### src/sv/bba_pkg.sv
// ----------------------------------------------------------------------------
// bba_pkg: shared types and codes for the buddy block allocator
// Node states, result status codes and the sequencer state type.
// ----------------------------------------------------------------------------
package bba_pkg;

    typedef enum logic [1:0] {
        NS_ABSENT = 2'd0,
        NS_FREE   = 2'd1,
        NS_SPLIT  = 2'd2,
        NS_ALLOC  = 2'd3
    } node_t;

    typedef enum logic [1:0] {
        ST_OK       = 2'd0,
        ST_NO_MEM   = 2'd1,
        ST_BAD_SIZE = 2'd2,
        ST_BAD_OFF  = 2'd3
    } status_t;

    typedef enum logic [3:0] {
        S_CLEAR,
        S_IDLE,
        S_SCAN_RD,
        S_SCAN_CHK,
        S_SPLIT,
        S_FIND_RD,
        S_FIND_CHK,
        S_MERGE_RD,
        S_MERGE_CHK,
        S_DONE
    } fsm_t;

endpackage

### src/sv/bba_ram.sv
// ----------------------------------------------------------------------------
// bba_ram: generic single-port synchronous RAM
// One write or read per cycle; read data registered.
// ----------------------------------------------------------------------------
module bba_ram #(
    parameter int WIDTH = 2,
    parameter int DEPTH = 1020
) (
    input  logic                     aclk,
    input  logic                     we,
    input  logic [$clog2(DEPTH)-1:0] addr,
    input  logic [WIDTH-1:0]         wdata,
    output logic [WIDTH-1:0]         rdata
);
    logic [WIDTH-1:0] mem [DEPTH];

    always_ff @(posedge aclk) begin
        if (we) begin
            mem[addr] <= wdata;
        end
        rdata <= mem[addr];
    end
endmodule

### src/sv/buddy_block_allocator.sv
// ----------------------------------------------------------------------------
// buddy_block_allocator: binary buddy allocator with node table in RAM
// Alloc: scan levels for a free count, scan the level's nodes, split down.
// Free: walk down from level 0 to the allocated node, then merge upward.
// ----------------------------------------------------------------------------
// Alloc work grows with the nodes scanned and the splits made; free work
//   with the levels visited and the merges; a request refused at once (bad
//   size, nothing free, offset out of range) goes straight to the result.
//   One item at a time; the node RAM port (one access per cycle, read data registered) sets the pace.
// After reset a clearing pass writes every node, TOP_BLOCKS*(2^LEVELS-1) of
//   them, while s_ready stays low. The result sits in an output register.
module buddy_block_allocator #(
    parameter int LEVELS         = 8,
    parameter int TOP_BLOCKS     = 4,
    parameter int MIN_BLOCK_LOG2 = 12
) (
    input  logic        aclk,
    input  logic        aresetn,
    input  logic        s_valid,
    output logic        s_ready,
    input  logic        s_kind,
    input  logic [19:0] s_req_size,
    input  logic [20:0] s_block_offset,
    output logic        m_valid,
    input  logic        m_ready,
    output logic [1:0]  m_status,
    output logic [20:0] m_granted_offset
);
    import bba_pkg::*;

    localparam int NODES  = TOP_BLOCKS * ((1 << LEVELS) - 1);
    localparam int AW     = $clog2(NODES);
    localparam int LW     = $clog2(LEVELS);
    localparam int TOP_L2 = MIN_BLOCK_LOG2 + LEVELS - 1;
    localparam int IW     = $clog2(TOP_BLOCKS) + LEVELS;
    localparam int CW     = IW + 1;
    localparam int XW     = 42;

    fsm_t state_reg, state_next;

    logic [LW-1:0]      lvl_reg, lvl_next, tgt_reg, tgt_next;
    logic [IW-1:0]      idx_reg, idx_next;
    logic [AW-1:0]      clr_reg, clr_next;
    logic [20:0]        off_reg, off_next;
    logic [1:0]         st_reg, st_next;
    logic [20:0]        go_reg, go_next;
    logic               mv_reg, mv_next;
    logic [1:0]         ms_reg, ms_next;
    logic [20:0]        mo_reg, mo_next;
    logic [CW-1:0]      fc_reg [LEVELS];
    logic [CW-1:0]      fc_next [LEVELS];
    logic [1:0]         phase_reg, phase_next;

    logic               we;
    logic [AW-1:0]      addr;
    logic [1:0]         wdata, rdata;

    bba_ram #(.WIDTH(2), .DEPTH(NODES)) u_ram (
        .aclk(aclk), .we(we), .addr(addr), .wdata(wdata), .rdata(rdata)
    );

    function automatic logic [AW-1:0] pos(input logic [LW-1:0] l, input logic [IW-1:0] i);
        logic [AW+IW:0] b;
        b = (AW+IW+1)'(TOP_BLOCKS) * (((AW+IW+1)'(1) << l) - 1'b1);
        return AW'(b + (AW+IW+1)'(i));
    endfunction

    function automatic logic [CW-1:0] nodes_at(input logic [LW-1:0] l);
        return CW'(CW'(TOP_BLOCKS) << l);
    endfunction

    // size rounding to target level
    logic [20:0]   sz_m1;
    logic [LW-1:0] tgt_calc;
    logic          size_bad;
    logic          no_free;
    always_comb begin
        int b;
        b = 0;
        sz_m1 = 21'(s_req_size) - 21'd1;
        for (int k = 0; k < 21; k++) begin
            if (sz_m1[k]) b = k + 1;
        end
        if (b < MIN_BLOCK_LOG2) b = MIN_BLOCK_LOG2;
        size_bad = (s_req_size == 20'd0) || (XW'(s_req_size) > (XW'(1) << TOP_L2));
        tgt_calc = (b > TOP_L2) ? '0 : LW'(TOP_L2 - b);
        no_free = 1'b1;
        for (int k = 0; k < LEVELS; k++) begin
            if (LW'(k) <= tgt_calc && fc_reg[k] != '0) no_free = 1'b0;
        end
    end

    logic [XW-1:0] node_start;
    logic          off_oob;
    always_comb begin
        off_oob    = XW'(s_block_offset) >= (XW'(TOP_BLOCKS) << TOP_L2);
        node_start = XW'(idx_reg) << (TOP_L2 - int'(lvl_reg));
    end

    assign s_ready          = (state_reg == S_IDLE);
    assign m_valid          = mv_reg;
    assign m_status         = ms_reg;
    assign m_granted_offset = mo_reg;

    // next state
    always_comb begin
        state_next = state_reg;
        unique case (state_reg)
            S_CLEAR:     if (clr_reg == AW'(NODES - 1)) state_next = S_IDLE;
            S_IDLE: begin
                if (s_valid) begin
                    if (s_kind) state_next = off_oob ? S_DONE : S_FIND_RD;
                    else        state_next = (size_bad || no_free) ? S_DONE : S_SCAN_RD;
                end
            end
            S_SCAN_RD:   state_next = S_SCAN_CHK;
            S_SCAN_CHK: begin
                if (node_t'(rdata) == NS_FREE)
                    state_next = (lvl_reg == tgt_reg) ? S_DONE : S_SPLIT;
                else if (CW'(idx_reg) + 1'b1 >= nodes_at(lvl_reg)) state_next = S_DONE;
                else state_next = S_SCAN_RD;
            end
            S_SPLIT:     if (phase_reg == 2'd2 && lvl_reg + 1'b1 == tgt_reg)
                             state_next = S_DONE;
            S_FIND_RD:   state_next = S_FIND_CHK;
            S_FIND_CHK: begin
                if (node_t'(rdata) == NS_SPLIT && lvl_reg != LW'(LEVELS - 1))
                    state_next = S_FIND_RD;
                else if (node_t'(rdata) == NS_ALLOC && node_start == XW'(off_reg))
                    state_next = (lvl_reg == '0) ? S_DONE : S_MERGE_RD;
                else state_next = S_DONE;
            end
            S_MERGE_RD:  state_next = S_MERGE_CHK;
            S_MERGE_CHK: begin
                if (node_t'(rdata) != NS_FREE) state_next = S_DONE;
                else if (phase_reg == 2'd2 && lvl_reg == LW'(1)) state_next = S_DONE;
                else if (phase_reg == 2'd2) state_next = S_MERGE_RD;
            end
            S_DONE:      if (!mv_reg || m_ready) state_next = S_IDLE;
            default:     state_next = S_IDLE;
        endcase
    end

    // datapath and outputs
    always_comb begin
        lvl_next = lvl_reg; tgt_next = tgt_reg; idx_next = idx_reg;
        clr_next = clr_reg; off_next = off_reg; st_next = st_reg;
        go_next = go_reg; phase_next = phase_reg;
        ms_next = ms_reg; mo_next = mo_reg;
        mv_next = mv_reg && !m_ready;
        for (int k = 0; k < LEVELS; k++) fc_next[k] = fc_reg[k];
        we = 1'b0; addr = pos(lvl_reg, idx_reg); wdata = NS_ABSENT;
        unique case (state_reg)
            S_CLEAR: begin
                we = 1'b1; addr = clr_reg;
                wdata = (clr_reg < AW'(TOP_BLOCKS)) ? NS_FREE : NS_ABSENT;
                clr_next = clr_reg + 1'b1;
            end
            S_IDLE: begin
                off_next = s_block_offset; idx_next = '0; phase_next = '0;
                st_next = ST_OK; go_next = '0; lvl_next = '0;
                if (s_valid && s_kind) begin
                    idx_next = IW'(XW'(s_block_offset) >> TOP_L2);
                    if (off_oob) st_next = ST_BAD_OFF;
                end else if (s_valid) begin
                    tgt_next = tgt_calc;
                    if (size_bad) st_next = ST_BAD_SIZE;
                    else begin
                        st_next = ST_NO_MEM;
                        for (int k = 0; k < LEVELS; k++)
                            if (LW'(k) <= tgt_calc && fc_reg[k] != '0) begin
                                lvl_next = LW'(k); st_next = ST_OK;
                            end
                    end
                end
            end
            S_SCAN_RD: ;
            S_SCAN_CHK: begin
                if (node_t'(rdata) == NS_FREE) begin
                    if (lvl_reg == tgt_reg) begin
                        we = 1'b1; wdata = NS_ALLOC;
                        fc_next[lvl_reg] = fc_reg[lvl_reg] - 1'b1;
                        go_next = 21'(node_start);
                    end
                end else begin
                    idx_next = idx_reg + 1'b1;
                    if (CW'(idx_reg) + 1'b1 >= nodes_at(lvl_reg)) st_next = ST_NO_MEM;
                end
            end
            S_SPLIT: begin
                we = 1'b1;
                unique case (phase_reg)
                    2'd0: begin
                        wdata = NS_SPLIT;
                        fc_next[lvl_reg] = fc_reg[lvl_reg] - 1'b1;
                        phase_next = 2'd1;
                    end
                    2'd1: begin
                        addr = pos(lvl_reg + 1'b1, (idx_reg << 1) | IW'(1));
                        wdata = NS_FREE;
                        fc_next[lvl_reg + 1'b1] = fc_reg[lvl_reg + 1'b1] + 1'b1;
                        phase_next = 2'd2;
                    end
                    default: begin
                        addr = pos(lvl_reg + 1'b1, idx_reg << 1);
                        lvl_next = lvl_reg + 1'b1; idx_next = idx_reg << 1;
                        phase_next = 2'd0;
                        if (lvl_reg + 1'b1 == tgt_reg) begin
                            wdata = NS_ALLOC;
                            go_next = 21'(XW'(idx_reg << 1) << (TOP_L2 - int'(lvl_reg) - 1));
                        end else begin
                            wdata = NS_FREE;
                            fc_next[lvl_reg + 1'b1] = fc_reg[lvl_reg + 1'b1] + 1'b1;
                        end
                    end
                endcase
            end
            S_FIND_RD: ;
            S_FIND_CHK: begin
                if (node_t'(rdata) == NS_SPLIT && lvl_reg != LW'(LEVELS - 1)) begin
                    lvl_next = lvl_reg + 1'b1;
                    idx_next = IW'(XW'(off_reg) >> (TOP_L2 - int'(lvl_reg) - 1));
                end else if (node_t'(rdata) == NS_ALLOC && node_start == XW'(off_reg)) begin
                    we = 1'b1; wdata = NS_FREE;
                    fc_next[lvl_reg] = fc_reg[lvl_reg] + 1'b1;
                end else st_next = ST_BAD_OFF;
            end
            S_MERGE_RD: addr = pos(lvl_reg, idx_reg ^ IW'(1));
            S_MERGE_CHK: begin
                // read-before-write: in phases 1 and 2 rdata is the old FREE
                // value of the node written the cycle before
                if (node_t'(rdata) == NS_FREE) begin
                    we = 1'b1;
                    unique case (phase_reg)
                        2'd0: begin
                            addr = pos(lvl_reg, idx_reg);
                            fc_next[lvl_reg] = fc_reg[lvl_reg] - 1'b1;
                            phase_next = 2'd1;
                        end
                        2'd1: begin
                            addr = pos(lvl_reg, idx_reg ^ IW'(1));
                            fc_next[lvl_reg] = fc_reg[lvl_reg] - 1'b1;
                            phase_next = 2'd2;
                        end
                        default: begin
                            addr = pos(lvl_reg - 1'b1, idx_reg >> 1);
                            wdata = NS_FREE;
                            fc_next[lvl_reg - 1'b1] = fc_reg[lvl_reg - 1'b1] + 1'b1;
                            lvl_next = lvl_reg - 1'b1; idx_next = idx_reg >> 1;
                            phase_next = 2'd0;
                        end
                    endcase
                end
            end
            S_DONE: begin
                if (!mv_reg || m_ready) begin
                    mv_next = 1'b1;
                    ms_next = st_reg;
                    mo_next = (st_reg == ST_OK) ? go_reg : '0;
                end
            end
            default: ;
        endcase
    end

    always_ff @(posedge aclk) begin
        if (!aresetn) begin
            state_reg <= S_CLEAR;
            clr_reg   <= '0;
            mv_reg    <= 1'b0;
            ms_reg    <= '0;
            mo_reg    <= '0;
            phase_reg <= '0;
            for (int k = 0; k < LEVELS; k++)
                fc_reg[k] <= (k == 0) ? CW'(TOP_BLOCKS) : '0;
        end else begin
            state_reg <= state_next;
            clr_reg   <= clr_next;
            mv_reg    <= mv_next;
            ms_reg    <= ms_next;
            mo_reg    <= mo_next;
            phase_reg <= phase_next;
            for (int k = 0; k < LEVELS; k++) fc_reg[k] <= fc_next[k];
        end
        lvl_reg <= lvl_next; tgt_reg <= tgt_next; idx_reg <= idx_next;
        off_reg <= off_next; st_reg <= st_next; go_reg <= go_next;
    end

`ifndef SYNTHESIS
    a_no_accept_busy: assert property (@(posedge aclk) disable iff (!aresetn)
        (state_reg != S_IDLE) |-> !s_ready) else $error("accept while busy");
    a_one_result: assert property (@(posedge aclk) disable iff (!aresetn)
        (m_valid && !m_ready) |=> m_valid) else $error("result dropped");
    a_err_zero: assert property (@(posedge aclk) disable iff (!aresetn)
        (m_valid && m_status != ST_OK) |-> (m_granted_offset == '0))
        else $error("offset on error");
`endif
endmodule
### config.mk
export PLATFORM = sky130hd
export DESIGN_NAME = buddy_block_allocator
export DESIGN_NICKNAME = d
export VERILOG_FILES = /design/src/sv/bba_pkg.sv /design/src/sv/bba_ram.sv /design/src/sv/buddy_block_allocator.sv
export SDC_FILE = /design/constraint.sdc
export NUM_CORES = 2
export LEC_CHECK = 0
export BUFFER_PORTS_ARGS = -buffer_cell sky130_fd_sc_hd__buf_4
export CAP_MARGIN = 20
export CORE_ASPECT_RATIO = 0.9
export CORE_UTILIZATION = 50
export DETAILED_ROUTE_END_ITERATION = 10
export PLACE_DENSITY_LB_ADDON = 0.1
export SLEW_MARGIN = 10
export SYNTH_ARGS = -nofsm -noshare
export SYNTH_HDL_FRONTEND = slang
export SYNTH_SLANG_ARGS = --single-unit
export TNS_END_PERCENT = 5
### constraint.sdc
create_clock -name aclk -period 24.7 [get_ports aclk]
set_clock_uncertainty 0.2 [all_clocks]
set_input_delay 2.47 -clock aclk [delete_from_list [all_inputs] [get_ports aclk]]
set_output_delay 2.47 -clock aclk [all_outputs]
set_load 0.005 [all_outputs]
After elaboration in Yosys (flattened, before gate mapping) --
Memory sizes are Yosys's and may differ from the RTL's. A register that Yosys moved wholly into a read port is not among the register bits. Index checks and enable logic that the tools add are counted.
Storage, ports and cells: register bits after elaboration 100, memory bits (writable) 2128, input port bits 46, memories 2
Memories:
- u_ram.mem | depth 1020, width 2, read ports 1, clocked after memory_dff 1, write ports 1, line bba_ram.sv:15 | logic [WIDTH-1:0] mem [DEPTH];
- fc_reg | depth 8, width 11, read ports 11, clocked after memory_dff 1, write ports 8, line buddy_block_allocator.sv:50 | logic [CW-1:0] fc_reg [LEVELS];
Operators by class: $add $sub $neg 21, magnitude comparators 19, equality and inequality tests 37, shift-type cells 7, muxes and demuxes 148, bitwise logic cells 13, reductions and logical operators 50
Operator list (count):
- 88-bit two-way mux | 7
- 88-bit bitwise mux | 4
- 32-bit two-way mux | 11
- 88-bit case mux with 4 select lines | 1
- 88-bit case mux with 2 select lines | 1
- 11-bit two-way mux | 11
- 21-bit two-way mux | 5
- 11-bit demux with 3-bit select | 3
- 11-bit nonzero test | 8
- 4-bit two-way mux | 19
- 21-bit case mux with 3 select lines | 1
- 10-bit two-way mux | 6
- 3-bit two-way mux | 19
- 10-bit case mux with 5 select lines | 1
- 42-bit by 21-bit == test with 1-bit output | 1
- 2-bit two-way mux | 21
- 10-bit by 32-bit left shift with 42-bit output | 1
- 10-bit adder | 4
- 10-bit case mux with 2 select lines | 2
- 10-bit case mux with 4 select lines | 1
- 4-bit case mux with 10 select lines | 1
- 11-bit by 1-bit adder with 11-bit output, second input constant | 3
- 32-bit by 6-bit > comparator with 1-bit output, second input constant | 1
- 32-bit by 5-bit less-than comparator with 1-bit output, second input constant | 1
- 60 further kinds | 162

Depth between registers and ports, before layout --
depth in word-level cells 41, mapped depth 28

By module --
From an unflattened synthesis, not the netlist that was laid out.
Second synthesis, totals: cell total of the unflattened synthesis 7718, area, all modules 102400.7 um^2
By module, submodules not included:
- bba_ram | times used 1, cells an instance 5213, area an instance 82962.1 um^2
- buddy_block_allocator | times used 1, cells an instance 2505, area an instance 19438.6 um^2

Worst setup path before layout --
No wires, ideal clock.
path type register -> register, start register lvl_reg[1], end memory u_ram.mem[0][0], data pin, setup time 6.229 ns, data arrival time 16.989 ns, slack 1.282 ns, stages on the path, launching flop included 10, path buffers 2, clock period less this slack 23.418 ns, cell sequence edfxtp_1 clkbuf_1 buf_2 mux2i_1 mux4_2 xor2_1 o2111ai_1 a2111oi_1 nand2_1 nand4_1
On the way: word-level cells in the longest chain between the ends 7, elaborated cells between the ends (all ways) 12, those cells by class 1 x add/sub; 3 x eq/ne; 1 x shift; 5 x mux; 2 x reduce/logical
RTL lines:
- start, declared | line buddy_block_allocator.sv:41 | logic [LW-1:0] lvl_reg, lvl_next, tgt_reg, tgt_next;
- start signal, assigned | line buddy_block_allocator.sv:285 | lvl_reg <= lvl_next; tgt_reg <= tgt_next; idx_reg <= idx_next;
- 5-bit by 3-bit subtractor with 6-bit output | line buddy_block_allocator.sv:97 | node_start = XW'(idx_reg) << (TOP_L2 - int'(lvl_reg));
- 10-bit by 32-bit left shift with 42-bit output | line buddy_block_allocator.sv:97
- 42-bit by 21-bit == test with 1-bit output | line buddy_block_allocator.sv:223 | end else if (node_t'(rdata) == NS_ALLOC && node_start == XW'(off_reg)) begin
- 1-bit logical AND | line buddy_block_allocator.sv:223
- 1-bit two-way mux | line buddy_block_allocator.sv:223
- 1-bit two-way mux | line buddy_block_allocator.sv:220 | if (node_t'(rdata) == NS_SPLIT && lvl_reg != LW'(LEVELS - 1)) begin
- 2-bit case mux with 5 select lines * | line buddy_block_allocator.sv:153 | unique case (state_reg)
- net u_ram.wdata[0] | line bba_ram.sv:12 | input logic [WIDTH-1:0] wdata,
- end, declared | line bba_ram.sv:15
The timed path passes the listed nets; every way through them passes the cells marked *.

Worst setup path after layout --
start register lvl_reg[0], end register u_ram.rdata[1] (read register of u_ram.mem)
On the way: word-level cells in the longest chain between the ends 7, elaborated cells between the ends (all ways) 17, those cells by class 10 x add/sub; 3 x shift; 4 x mux
RTL lines:
- 3-bit by 1-bit subtractor with 3-bit output | line buddy_block_allocator.sv:246 | addr = pos(lvl_reg - 1'b1, idx_reg >> 1);
- 1-bit by 3-bit left shift with 8-bit output | line buddy_block_allocator.sv:64 | b = (AW+IW+1)'(TOP_BLOCKS) * (((AW+IW+1)'(1) << l) - 1'b1);
- 8-bit by 1-bit subtractor with 8-bit output | line buddy_block_allocator.sv:64
- 10-bit by 9-bit adder with 10-bit output | line buddy_block_allocator.sv:65 | return AW'(b + (AW+IW+1)'(i));
- 10-bit case mux with 2 select lines | line buddy_block_allocator.sv:234 | unique case (phase_reg)
- 10-bit two-way mux | line buddy_block_allocator.sv:232 | if (node_t'(rdata) == NS_FREE) begin
- 10-bit case mux with 4 select lines * | line buddy_block_allocator.sv:153
- end, declared | line bba_ram.sv:13 | output logic [WIDTH-1:0] rdata
Mark *: on every way between the ends. The rest lies on a longest branch, timed or not. A chain may end at the register's enable or synchronous reset.

==> flow_summary.rst <==
.. list-table::
   :header-rows: 1

   * - Metric
     - Value
   * - Placement row count
     - ~160
   * - Antenna violation net count after detailed routing
     - 0
   * - Run status
     - finished, final reports clean
   * - Setup slack after placement
     - approximately 17 ns
   * - Fin Setup TNS
     - 0 ns
   * - Area of the core region
     - 0.204 mm²
   * - Net count of the finished layout
     - roughly 8300
   * - Setup Viol. Count Final
     - 0
   * - Flop pwr share
     - 0.463
   * - Critical path buffer and inverter count
     - 6
   * - Power density over the cells
     - between 80 and 90 mW/mm²
   * - Via count of the first global-routing pass
     - 69549
   * - Crit path max-delay family
     - compound AO/OA/AOI/OAI gates
   * - GR Overflow Total
     - 0
   * - Average wire per standard cell
     - 31.0 µm
   * - Number of buffers on the longest clock path
     - 3
   * - Signal arrival time at the worst endpoint
     - about 8.9 ns
   * - Endpoint class of the critical path
     - flip-flop
   * - Share of total power in the clock network
     - 0.370
   * - Total detailed-routing wirelength
     - 343000 µm
   * - Share of layout cells above drive strength 1
     - 0.119
   * - Top post-synthesis cells by area
     - sky130_fd_sc_hd__edfxtp_1, sky130_fd_sc_hd__mux4_2, sky130_fd_sc_hd__nor2_1
   * - Clk slew on worst S/H paths
     - roughly 0.07 ns
   * - Required time reported for the critical path endpoint
     - around 25 ns
   * - Net count of the mapped netlist
     - ~8500
   * - Most common cell after layout, fill and taps aside
     - sky130_fd_sc_hd__edfxtp_1
   * - Reg2Reg Setup Slack
     - about 16 ns
   * - DRT Pass-1 Iters
     - 8
   * - Unrepaired setup endpoints after global routing
     - no
   * - # hold bufs at CTS
     - 0
   * - Leakage Power
     - between 0.03 and 0.04 µW
   * - Worst-Skew Late Latency
     - 0.88 ns
   * - Pint
     - around 6600 µW
   * - Flop and latch count out of synthesis
     - 2233
   * - Post-synthesis share of cell area spent on xor and xnor gates
     - 0.00823
   * - Effective utilization at floorplan
     - 0.505
   * - Fraction of post-synthesis cell area in the top cell type by area
     - 0.611
   * - CP Max Fanout
     - 66
   * - Die area
     - ~0.21 mm²
   * - Global-route wire length before repair
     - 492000 µm
   * - Power share of the combinational group
     - 0.167
   * - Chip Height
     - ~430 µm
   * - Hold/Removal Path Class
     - flip-flop to flip-flop
   * - Maximum clock frequency
     - between 100 and 150 MHz
   * - Detail-routed via count per cell
     - 6.63
   * - Net load switching power
     - between 2000 and 3000 µW
   * - Max reg flops
     - 2040
   * - Slew at the pin closest to its max-slew limit
     - roughly 1.3 ns
   * - # clock sinks
     - between 2000 and 2500
   * - Final hold violation count
     - 0
   * - # DRC
     - 0
   * - Cell variety after synth
     - 96
   * - Count of port buffers added during placement
     - 70
   * - Final worst slack
     - 16.44 ns
   * - Most frequently used flop master after synthesis
     - sky130_fd_sc_hd__edfxtp_1
   * - Number of max-cap violations
     - 0
   * - Switching fraction of total power
     - 0.285
   * - Overall die width
     - just under 500 µm
   * - RePlAce Congestion
     - around 0.99
   * - Largest area contributor in the synthesized netlist
     - sky130_fd_sc_hd__edfxtp_1
   * - Detailed-placement wirelength estimate
     - about 190000 µm
   * - Clock tree from TritonCTS
     - built
   * - Final Critical Period
     - around 8.3 ns
   * - Part of the Yosys area used for sequential elements
     - 0.637
   * - Setup Buffers After CTS
     - 0
   * - Total vias in the final route
     - 73257
   * - Ordered list of cells on the worst path
     - buf_4 > ha_1 > inv_1 > ha_4 > inv_1 > nand2_1 > ha_1 > inv_1 > fa_1 > xnor2_1 > a22oi_1 > a21oi_4 > buf_4 > and2_4 > buf_4 > a32oi_1 > o2111ai_1 > o21ai_0 > o31ai_1 > nor4_1 > nand4_1
   * - Syn avg cell area
     - 12.3 µm²
   * - Antenna violations before repair
     - 6
   * - Slowest cell on the critical path
     - sky130_fd_sc_hd__o31ai_1
   * - Clock H-tree levels
     - 4
   * - Max VDD drop
     - just over 0.07 mV
   * - Setup crit start kind
     - flip-flop
   * - Final slew viol count
     - 0
   * - Share of the clock period used by the worst path
     - 0.335
   * - Overall Global Routing Usage
     - 0.326
   * - Simple-gate share of the synthesized area
     - 0.133
   * - Relative slew slack
     - 0.157
   * - Arithmetic-cell share of the synthesized area counting full adders, half adders and majority gates
     - 0.00737
   * - Top Ports
     - 71
   * - Fraction of registers with async set or reset after synthesis
     - 0
   * - Post-synth design cell area
     - between 0.1 and 0.15 mm²
   * - EDFF count, synth
     - 2100
   * - Synthesized netlist cell count
     - 8371
   * - Synthesized-area fraction occupied by ao, oa, aoi and oai cells
     - 0.0917
   * - Layout overhead on the synthesized area
     - 10.1%
   * - Most frequent cells in the layout
     - sky130_fd_sc_hd__edfxtp_1, sky130_fd_sc_hd__nor2_1, sky130_fd_sc_hd__nand2_1, sky130_fd_sc_hd__nand3_1, sky130_fd_sc_hd__a21oi_1
   * - Multiplexer share of the synthesized area
     - 0.0911
   * - Type of the setup path with the least slack
     - flip-flop to flip-flop
   * - Maximum number of pins on one net before global-route repair
     - 237
   * - Count of routing violations after the opening detailed-route iteration
     - roughly 11000
   * - Warning count from the yosys run
     - 0
   * - Critical path's largest stage delay
     - slightly above 0.9 ns
   * - Post_cts resized
     - 0
   * - TritonCTS Buffers
     - about 220
   * - Main combinational cell family by area after synthesis
     - simple AND/OR/NAND/NOR gates
   * - Root Buffer
     - sky130_fd_sc_hd__clkbuf_16
==> layout make-up <==
cell class | instances | area [µm²]
sequential | 2233 | 65700
timing repair buffer | 268 | 2410
multi-input combinational | 5376 | 34700
fill | 16887 | 90700
inverter | 57 | 214
clock inverter | 135 | 1350
tap | 2703 | 3380
antenna | 1 | 2.50
clock buffer | 281 | 5880
==> logic make-up after synthesis <==
kind of cell,Yosys count
flip-flops,2233
AO/OA/AOI/OAI,1417
XOR/XNOR,97
multiplexers,568
other,1
buffers and inverters,762
adder cells (fa/ha/maj),59
AND/OR/NAND/NOR,3234
==> stage by stage <==
stage / std cells / hold WS (ns) / instance area [µm²] / util / power [µW]
floorplan: 8371 / 0.248 / 103000 / - / 5520
global placement: 10618 / 0.243 / 106000 / 0.519 / 5830
detailed placement: 10629 / 0.249 / 106000 / 0.520 / 5830
CTS: 11045 / 0.256 / 113000 / 0.555 / 9170
global route: 11053 / 0.274 / 114000 / 0.556 / 9410
finish: 11054 / 0.252 / 114000 / 0.556 / 9170
==> power groups by stage <==
stage | Sequential, µW | Combinational (µW) | Clock, µW
2_1_floorplan | 4540 | 980 | 0
3_3_place_gp | 4320 | 1510 | 0
3_5_place_dp | 4320 | 1510 | 0
4_1_cts | 4240 | 1510 | 3420
5_1_grt | 4240 | 1610 | 3560
6_report | 4240 | 1530 | 3390
==> tightest hold or removal path: cells and delay by family, from the launching register on <==
family	cells	cell delay [ns]
AND/OR/NAND/NOR	1	0.05
AO/OA/AOI/OAI	1	0.05
flip-flops	1	0.31
==> layer usage <==
metal | GRT usage | vias to the layer above | wire length (µm) | part of all wire
li1 | - | 31065 | - | -
met1 | 0.460 | 37135 | 137000 | 0.40
met5 | 0 | - | 37 | 0.00011
met4 | 0.128 | 6 | 14700 | 0.043
met2 | 0.498 | 4258 | 156000 | 0.46
met3 | 0.0622 | 793 | 34500 | 0.10
==> path summary, 6_finish.rpt <==
kind | start | end | cells after the start
min reg2reg | m_granted_offset[17]$_SDFFE_PN0P_ | m_granted_offset[17]$_SDFFE_PN0P_ | 2
max reg2reg | lvl_reg[0]$_DFFE_PP_ | u_ram.rdata[1]$_DFF_P_ | 21
max | lvl_reg[0]$_DFFE_PP_ | u_ram.rdata[1]$_DFF_P_ | 21
min | m_granted_offset[17]$_SDFFE_PN0P_ | m_granted_offset[17]$_SDFFE_PN0P_ | 2
==> Yosys cell counts, drive strengths merged (52+ instances only) <==
cell type	n
nand2	1092
a211oi	52
inv	56
a22oi	111
ha	56
dfxtp	133
mux2i	244
clkbuf	475
xnor2	59
nand3	519
nor2	1279
buf	230
edfxtp	2100
a21oi	371
mux4	292
o21ai	273
a32oi	97
nor3	73
o211ai	122
a31oi	60
No activity file was read; power rests on OpenSTA's default activity.
